File: config.mk
export PLATFORM = sky130hd
export DESIGN_NAME = timed_event_queue_core
export DESIGN_NICKNAME = d
export VERILOG_FILES = /design/src/design/tevq_pkg.sv /design/src/design/timed_event_queue_core.sv /design/src/design/tevq_ram.sv
export SDC_FILE = /design/constraint.sdc
export NUM_CORES = 2
export LEC_CHECK = 0
export BUFFER_PORTS_ARGS = -buffer_cell sky130_fd_sc_hd__buf_4
export CORE_MARGIN = 2
export CORE_UTILIZATION = 50
export DETAILED_ROUTE_END_ITERATION = 7
export HOLD_SLACK_MARGIN = 0.03
export PLACE_DENSITY_LB_ADDON = 0.1
export SKIP_CTS_REPAIR_TIMING = 1
export SYNTH_ARGS = -nofsm -noshare
export SYNTH_HDL_FRONTEND = slang
export SYNTH_SLANG_ARGS = --single-unit
File: constraint.sdc
create_clock -name clock -period 12.6 [get_ports clock]
set_clock_uncertainty 0.1 [all_clocks]
set_input_delay 1.89 -clock clock [delete_from_list [all_inputs] [get_ports clock]]
set_output_delay 1.89 -clock clock [all_outputs]
set_load 0.05 [all_outputs]
File: src/design/tevq_pkg.sv
// Package: shared action codes, sequencer states and constants of the timed event queue.
`timescale 1ns / 1ps
package tevq_pkg;

   localparam int MAX_RESULTS = 16;
   localparam int TIME_W      = 64;
   localparam int COUNT_W     = 5;

   typedef enum logic [2:0] {
      ACT_TICK   = 3'd0,
      ACT_ADD    = 3'd1,
      ACT_CANCEL = 3'd2,
      ACT_RUN    = 3'd3,
      ACT_SET    = 3'd4,
      ACT_CLEAR  = 3'd5
   } action_type;

   typedef enum logic [3:0] {
      ST_IDLE,
      ST_ADD_RD,
      ST_ADD_WT,
      ST_CAN_RD,
      ST_CAN_WT,
      ST_RUN_RD,
      ST_RUN_WT,
      ST_FIRE_RD,
      ST_FIRE_WT,
      ST_FIRE_OUT,
      ST_CMP_RD,
      ST_CMP_WT,
      ST_RESP
   } state_type;

endpackage

File: src/design/timed_event_queue_core.sv
// Top level: action sequencer and status registers around the sorted event store.
// Add shifts later-or-equal entries up and inserts; cancel compacts out entries with the id;
// run reads due entries from the head, returns one result per due event (at most MAX_RESULTS)
// and then moves the remaining entries down. Tick, set, clear and a full-store add respond
// directly. A new request is taken only in idle, once the previous one has completed.
// Reset clears time, count and the sequencer; store contents stay as they were.
`timescale 1ns / 1ps
module timed_event_queue_core #(
   parameter int QUEUE_DEPTH = 16,
   parameter int ID_BITS     = 8
) (
   input  logic         clock,
   input  logic         reset,
   input  logic         req_tvalid,
   output logic         req_tready,
   input  logic [71:0]  req_tdata,  // amount[63:0], event_id[71:64]
   input  logic [2:0]   req_tuser,  // action[2:0]
   output logic         rsp_tvalid,
   input  logic         rsp_tready,
   // fired_id[7:0], fired_time[71:8], now_time[135:72], queue_empty[136],
   // next_time[200:137], count[205:201], status[206], zero[207]
   output logic [207:0] rsp_tdata,
   output logic [0:0]   rsp_tuser,  // fired[0]
   output logic         rsp_tlast
);
   import tevq_pkg::*;

   localparam int IW = (ID_BITS < 8) ? ID_BITS : 8;
   localparam int AW = (QUEUE_DEPTH > 1) ? $clog2(QUEUE_DEPTH) : 1;
   localparam int CW = $clog2(QUEUE_DEPTH + 1);
   localparam int DW = TIME_W + IW;

   state_type state_ff, state_in;

   logic [TIME_W-1:0] now_ff, head_ff, new_time_ff;
   logic [CW-1:0]     count_ff, rd_ptr_ff, wr_ptr_ff, k_ff;
   logic [IW-1:0]     id_ff;
   logic              drop_ff;
   logic              fired_ff, last_ff;
   logic [IW-1:0]     fired_id_ff;
   logic [TIME_W-1:0] fired_time_ff;

   logic              mem_wr_en, mem_rd_en;
   logic [AW-1:0]     mem_wr_addr, mem_rd_addr;
   logic [DW-1:0]     mem_wr_data, mem_rd_data;
   logic [TIME_W-1:0] rd_time;
   logic [IW-1:0]     rd_id;

   action_type        req_action;
   logic [TIME_W-1:0] req_amount;
   logic [IW-1:0]     req_id;
   logic              req_fire, rsp_fire;
   logic              run_due;
   logic [CW-1:0]     cmp_src;

   assign req_action = action_type'(req_tuser);
   assign req_amount = req_tdata[63:0];
   assign req_id     = req_tdata[64 +: IW];
   assign req_fire   = req_tvalid && req_tready;
   assign rsp_fire   = rsp_tvalid && rsp_tready;
   assign rd_time    = mem_rd_data[DW-1 -: TIME_W];
   assign rd_id      = mem_rd_data[IW-1:0];
   assign run_due    = (32'(rd_ptr_ff) < MAX_RESULTS) && (rd_time <= now_ff);
   assign cmp_src    = rd_ptr_ff + k_ff;

   tevq_ram #(.DEPTH(QUEUE_DEPTH), .AW(AW), .DW(DW)) u_ram (
      .clock  (clock),
      .wr_en  (mem_wr_en),
      .wr_addr(mem_wr_addr),
      .wr_data(mem_wr_data),
      .rd_en  (mem_rd_en),
      .rd_addr(mem_rd_addr),
      .rd_data(mem_rd_data)
   );

   // next state
   always_comb begin
      state_in = state_ff;
      case (state_ff)
         ST_IDLE: begin
            if (req_fire) begin
               case (req_action)
                  ACT_ADD:    state_in = (32'(count_ff) >= QUEUE_DEPTH) ? ST_RESP : ST_ADD_RD;
                  ACT_CANCEL: state_in = ST_CAN_RD;
                  ACT_RUN:    state_in = ST_RUN_RD;
                  default:    state_in = ST_RESP;
               endcase
            end
         end
         ST_ADD_RD:  state_in = (rd_ptr_ff == '0) ? ST_RESP : ST_ADD_WT;
         ST_ADD_WT:  state_in = (rd_time >= new_time_ff) ? ST_ADD_RD : ST_RESP;
         ST_CAN_RD:  state_in = (rd_ptr_ff == count_ff) ? ST_RESP : ST_CAN_WT;
         ST_CAN_WT:  state_in = ST_CAN_RD;
         ST_RUN_RD: begin
            if (rd_ptr_ff == count_ff) begin
               state_in = (rd_ptr_ff == '0) ? ST_RESP : ST_FIRE_RD;
            end else begin
               state_in = ST_RUN_WT;
            end
         end
         ST_RUN_WT: begin
            if (run_due) begin
               state_in = ST_RUN_RD;
            end else begin
               state_in = (rd_ptr_ff == '0) ? ST_RESP : ST_FIRE_RD;
            end
         end
         ST_FIRE_RD: state_in = ST_FIRE_WT;
         ST_FIRE_WT: state_in = ST_FIRE_OUT;
         ST_FIRE_OUT: begin
            if (rsp_fire) begin
               state_in = last_ff ? ST_CMP_RD : ST_FIRE_RD;
            end
         end
         ST_CMP_RD:  state_in = (rd_ptr_ff == count_ff) ? ST_IDLE : ST_CMP_WT;
         ST_CMP_WT:  state_in = ST_CMP_RD;
         ST_RESP:    state_in = rsp_fire ? ST_IDLE : ST_RESP;
         default:    state_in = ST_IDLE;
      endcase
   end

   // memory control
   always_comb begin
      mem_wr_en   = 1'b0;
      mem_wr_addr = '0;
      mem_wr_data = {new_time_ff, id_ff};
      mem_rd_en   = 1'b0;
      mem_rd_addr = '0;
      case (state_ff)
         ST_ADD_RD: begin
            if (rd_ptr_ff == '0) begin
               mem_wr_en = 1'b1;
            end else begin
               mem_rd_en   = 1'b1;
               mem_rd_addr = AW'(rd_ptr_ff - 1'b1);
            end
         end
         ST_ADD_WT: begin
            // shift later-or-equal entries up, else drop the new event in
            mem_wr_en   = 1'b1;
            mem_wr_addr = AW'(rd_ptr_ff);
            if (rd_time >= new_time_ff) begin
               mem_wr_data = mem_rd_data;
            end
         end
         ST_CAN_RD, ST_RUN_RD, ST_FIRE_RD: begin
            mem_rd_en   = 1'b1;
            mem_rd_addr = AW'(rd_ptr_ff);
         end
         ST_CAN_WT: begin
            mem_wr_en   = (rd_id != id_ff);
            mem_wr_addr = AW'(wr_ptr_ff);
            mem_wr_data = mem_rd_data;
         end
         ST_CMP_RD: begin
            mem_rd_en   = 1'b1;
            mem_rd_addr = AW'(cmp_src);
         end
         ST_CMP_WT: begin
            mem_wr_en   = 1'b1;
            mem_wr_addr = AW'(rd_ptr_ff);
            mem_wr_data = mem_rd_data;
         end
         default: begin
            mem_wr_en = 1'b0;
         end
      endcase
   end

   always_ff @(posedge clock) begin
      if (reset) begin
         state_ff <= ST_IDLE;
         now_ff   <= '0;
         count_ff <= '0;
      end else begin
         state_ff <= state_in;
         case (state_ff)
            ST_IDLE: begin
               if (req_fire) begin
                  case (req_action)
                     ACT_TICK:  now_ff   <= now_ff + req_amount;
                     ACT_SET:   now_ff   <= req_amount;
                     ACT_CLEAR: count_ff <= '0;
                     default:   now_ff   <= now_ff;
                  endcase
               end
            end
            ST_ADD_RD:  if (rd_ptr_ff == '0) count_ff <= count_ff + 1'b1;
            ST_ADD_WT:  if (rd_time < new_time_ff) count_ff <= count_ff + 1'b1;
            ST_CAN_RD:  if (rd_ptr_ff == count_ff) count_ff <= wr_ptr_ff;
            ST_RUN_RD:  if (rd_ptr_ff == count_ff) count_ff <= '0;
            ST_RUN_WT:  if (!run_due) count_ff <= count_ff - rd_ptr_ff;
            default:    count_ff <= count_ff;
         endcase
      end
   end

   // datapath and pointers
   always_ff @(posedge clock) begin
      case (state_ff)
         ST_IDLE: begin
            new_time_ff <= now_ff + req_amount;
            id_ff       <= req_id;
            drop_ff     <= (req_action == ACT_ADD) && (32'(count_ff) >= QUEUE_DEPTH);
            fired_ff    <= 1'b0;
            last_ff     <= 1'b1;
            fired_id_ff <= '0;
            fired_time_ff <= '0;
            wr_ptr_ff   <= '0;
            rd_ptr_ff   <= (req_action == ACT_ADD) ? count_ff : '0;
         end
         ST_ADD_RD: begin
            if (rd_ptr_ff == '0) head_ff <= new_time_ff;
         end
         ST_ADD_WT: begin
            if (rd_time >= new_time_ff) rd_ptr_ff <= rd_ptr_ff - 1'b1;
         end
         ST_CAN_WT: begin
            if (rd_id != id_ff) begin
               if (wr_ptr_ff == '0) head_ff <= rd_time;
               wr_ptr_ff <= wr_ptr_ff + 1'b1;
            end
            rd_ptr_ff <= rd_ptr_ff + 1'b1;
         end
         ST_RUN_RD: begin
            if (rd_ptr_ff == count_ff) begin
               k_ff      <= rd_ptr_ff;
               rd_ptr_ff <= '0;
            end
         end
         ST_RUN_WT: begin
            if (run_due) begin
               rd_ptr_ff <= rd_ptr_ff + 1'b1;
            end else begin
               k_ff      <= rd_ptr_ff;
               head_ff   <= rd_time;
               rd_ptr_ff <= '0;
            end
         end
         ST_FIRE_WT: begin
            fired_ff      <= 1'b1;
            fired_id_ff   <= rd_id;
            fired_time_ff <= rd_time;
            last_ff       <= (rd_ptr_ff + 1'b1 == k_ff);
         end
         ST_FIRE_OUT: begin
            if (rsp_fire) rd_ptr_ff <= last_ff ? '0 : rd_ptr_ff + 1'b1;
         end
         ST_CMP_WT: begin
            rd_ptr_ff <= rd_ptr_ff + 1'b1;
         end
         default: begin
            id_ff <= id_ff;
         end
      endcase
   end

   // outputs
   always_comb begin
      req_tready = (state_ff == ST_IDLE);
      rsp_tvalid = (state_ff == ST_RESP) || (state_ff == ST_FIRE_OUT);
      rsp_tlast  = last_ff;
      rsp_tuser  = fired_ff;
      rsp_tdata  = {1'b0,
                    drop_ff,
                    COUNT_W'(count_ff),
                    (count_ff == '0) ? {TIME_W{1'b0}} : head_ff,
                    (count_ff == '0),
                    now_ff,
                    fired_time_ff,
                    8'(fired_id_ff)};
   end

endmodule

File: src/design/tevq_ram.sv
// Event store: one write port, one read port, registered read data.
`timescale 1ns / 1ps
module tevq_ram #(
   parameter int DEPTH = 16,
   parameter int AW    = 4,
   parameter int DW    = 72
) (
   input  logic          clock,
   input  logic          wr_en,
   input  logic [AW-1:0] wr_addr,
   input  logic [DW-1:0] wr_data,
   input  logic          rd_en,
   input  logic [AW-1:0] rd_addr,
   output logic [DW-1:0] rd_data
);

   logic [DW-1:0] mem_ff [DEPTH];
   logic [DW-1:0] rd_data_ff;

   always_ff @(posedge clock) begin
      if (wr_en) begin
         mem_ff[wr_addr] <= wr_data;
      end
      if (rd_en) begin
         rd_data_ff <= mem_ff[rd_addr];
      end
   end

   assign rd_data = rd_data_ff;

endmodule
==> flow_metrics.env <==
export IMPL_portBuffers=289
export IMPL_route_vias_total=45800
export IMPL_slowest_delay_ns=0.96
export IMPL_grtUsageTotal_pct=27.9
export IMPL_finalHoldViolCount=0
export IMPL_cts_root_buf="clkbuf_16"
export IMPL_wire_per_inst_um=26.5
export IMPL_min_period_ns=6.13
export IMPL_startpoint_type="register"
export IMPL_synth_seq_area_share_pct=65.8
export IMPL_drtIter0Drc=5242
export IMPL_ys_flop_type="edfxtp_1"
export IMPL_die_width_um=374
export IMPL_synth_area_top_cells="edfxtp_1, nand2_1, a211oi_1"
export IMPL_cellLeakagePower_nw=26.6
export IMPL_slew_violations=0
export IMPL_n_fill_cell=11100
export IMPL_start_util_pct=50.4
export IMPL_worstMarginPinSlew_ns=1.21
export IMPL_synthCells=5355
export IMPL_antenna_found_initial=11
export IMPL_final_setup_viol_count=0
export IMPL_ant_nets=0
export IMPL_first_pass_iters=7
export IMPL_drt_total_wl_mm=198
export IMPL_clock_sinks=1523
export IMPL_r2r_end="u_ram.rd_data[24]$_DFFE_PP_"
export IMPL_worstPathRequired_ns=13.02
export IMPL_final_nets=5835
export IMPL_dp_cells=7166
export IMPL_hp_start="now_ff[38]$_SDFFE_PP0P_"
export IMPL_clkTransAtPathRegs_ns=0.06
export IMPL_numCtsBuffers=161
export IMPL_cts_tree="done"
export IMPL_htree_levels=4
export IMPL_dieArea_um2=140000
export IMPL_crit_top_cell="a211oi_1"
export IMPL_setup_tns_ns=0
export IMPL_ys_warn_count=0
export IMPL_grt_pass1_wl_mm=289
export IMPL_syn_avg_cell_area_um2=12.8
export IMPL_syn_to_final_growth_pct=12.9
export IMPL_synth_edf_count=1450
export IMPL_holdPathStages=2
export IMPL_ys_seq_elements=1523
export IMPL_yosysMostFrequentCell="edfxtp_1"
export IMPL_dp_hpwl_mm=119
export IMPL_rsz0062_at_grt="no"
export IMPL_slew_headroom_pct=19.2
export IMPL_yosysUniqueCellTypes=83
export IMPL_status="complete, no violations"
export IMPL_path_cells="nand2_1 -> or3_1 -> o21ai_4 -> buf_12 -> buf_4 -> a211oi_1 -> a311oi_1 -> a211oi_1 -> a21oi_1"
export IMPL_r2r_cells=9
export IMPL_ys_async_sr_fraction_pct=0
export IMPL_max_vdd_ir_drop_v=0.000176
export IMPL_r2r_setup_slack_ns=6.47
export IMPL_seq_area_um2=45000
export IMPL_vias_per_cell=6.14
export IMPL_cap_violations=0
export IMPL_grt_max_degree=235
export IMPL_power_density_nw_per_um2=270
export IMPL_std_cell_rows=135
export IMPL_grt_pass1_vias=43000
export IMPL_yosys_area_top_type="edfxtp_1"
export IMPL_setup_slack_ns=6.47
export IMPL_path_class="reg2reg"
export IMPL_fmax_mhz=163
export IMPL_cp_max_fo=225
export IMPL_synth_commonest_cells="edfxtp_1, nand2_1, a211oi_1, a21oi_1, and2_1"
export IMPL_cp_arrival_ns=6.55
export IMPL_gp_congestion=0.948
export IMPL_syn_cell_area_um2=68400
export IMPL_cts_max_path_buffers=3
export IMPL_synth_top_area_share_pct=63.7
export IMPL_syn_num_nets=5642
export IMPL_min_to="now_ff[38]$_SDFFE_PP0P_"
export IMPL_die_height_um=374
export IMPL_crit_path_end_kind="register"
export IMPL_total_power_w=0.0209
export IMPL_ios=291
export IMPL_r2r_start="state_ff[0]$_SDFFE_PP0P_"
export IMPL_place_area_um2=72200
export IMPL_coreArea_um2=136000
export IMPL_preCtsSetupSlack_ns=6.65
export IMPL_final_cells=7463
export IMPL_holdCritPathClass="reg2reg"
export IMPL_finalCritPeriodShare_pct=48.7
export IMPL_design_area_um2=77200
export IMPL_multi_input_area_um2=21400
export IMPL_post_route_drc_count=0
export IMPL_critical_path_slowest_cell="dfxtp_1"
export IMPL_grt_overflow_total=0
export IMPL_worstSkewPairLatency_ns=0.81
export IMPL_drive_gt1_share_pct=11.2
cells in the final DEF, fill, tap and decap left out, types with 154 or more instances in the layout:
cell / Yosys / final
clkbuf_16: 0 / 166
nand2_1: 815 / 814
ha_1: 205 / 205
buf_4: 4 / 366
and2_1: 281 / 281
inv_1: 165 / 165
a31oi_1: 154 / 154
a211oi_1: 372 / 372
a21oi_1: 293 / 293
edfxtp_1: 1450 / 1450
sequential cells by signal (all words and copies together), names as in the netlist:
register / count
fired_time_ff: 64
rd_ptr_ff: 5
head_ff: 64
now_ff: 64
k_ff: 5
state_ff: 4
fired_id_ff: 8
rsp_tlast: 1
drop_ff: 1
u_ram.mem_ff: 1152
new_time_ff: 64
rsp_tuser: 1
count_ff: 5
id_ff: 8
u_ram.rd_data: 72
wr_ptr_ff: 5
logic make-up after synthesis:
kind of cell | count (synthesis) | share of synthesized area [%]
buffers and inverters | 510 | 3.19
muxes | 77 | 1.27
xor gates and xnor gates | 90 | 1.15
and+or+nand+nor | 1538 | 10.6
DFF | 1523 | 65.8
other | 1 | 0.00548
AOI/OAI and AO/OA | 1408 | 14.1
adders and majority gates | 208 | 3.84
metrics by stage:
stage          hold slack (ns)  utilization (%)
6_report                 0.394             56.9
4_1_cts                  0.382             56.9
2_1_floorplan            0.321                -
3_3_place_gp             0.369             53.2
3_5_place_dp             0.375             53.2
5_1_grt                  0.402             56.9
cell type report:
type | instances | area share, %
clock buffers | 214 | 5.65
repair buffers | 372 | 3.71
inverters | 168 | 0.817
diodes | 6 | 0.0194
flip-flops and latches | 1523 | 58.3
clock inverters | 77 | 0.867
multi-input cells | 3322 | 27.8
well taps | 1781 | 2.89
metal layers:
layer  wire [µm]  GRT usage, %  part of all wire (%)  vias up
met4        4180          7.25                   2.1        0
met3       16300          5.16                   8.2      235
met1       89400          41.8                    45    23100
met2       88100          41.8                    44     1804
li1            -             -                     -    20700
met5           0             0                     0        -
critical path, delay by kind of cell (launching register included):
kind	cells	cell delay, ns
buf+inv	2	1.47
compound gates	5	2.00
simple gates	2	1.00
flops	1	0.96
worst max-delay path by stage:
stage	slack [ns]	to	depth (start not counted)	start
final	6.47	u_ram.rd_data[24]$_DFFE_PP_	9	state_ff[0]$_SDFFE_PP0P_
after global routing	6.22	u_ram.rd_data[33]$_DFFE_PP_	12	rd_ptr_ff[0]$_DFFE_PP_
after CTS	6.63	u_ram.rd_data[24]$_DFFE_PP_	11	rd_ptr_ff[0]$_DFFE_PP_
after detailed placement	6.65	u_ram.rd_data[24]$_DFFE_PP_	11	rd_ptr_ff[1]$_DFFE_PP_
after global placement	6.62	u_ram.rd_data[24]$_DFFE_PP_	9	state_ff[0]$_SDFFE_PP0P_
after floorplan	5.01	u_ram.mem_ff[3][0]$_DFFE_PP_	10	rd_ptr_ff[0]$_DFFE_PP_
power breakdown:
part           total, W  switching (W)  leakage, nW  internal (W)
logic           0.00805        0.00580         10.3       0.00226
clock network   0.00458        0.00196         2.44       0.00262
registers       0.00822       0.000657         13.9       0.00757
total            0.0209        0.00841         26.6        0.0124
Power figures use the tool's default switching activity.
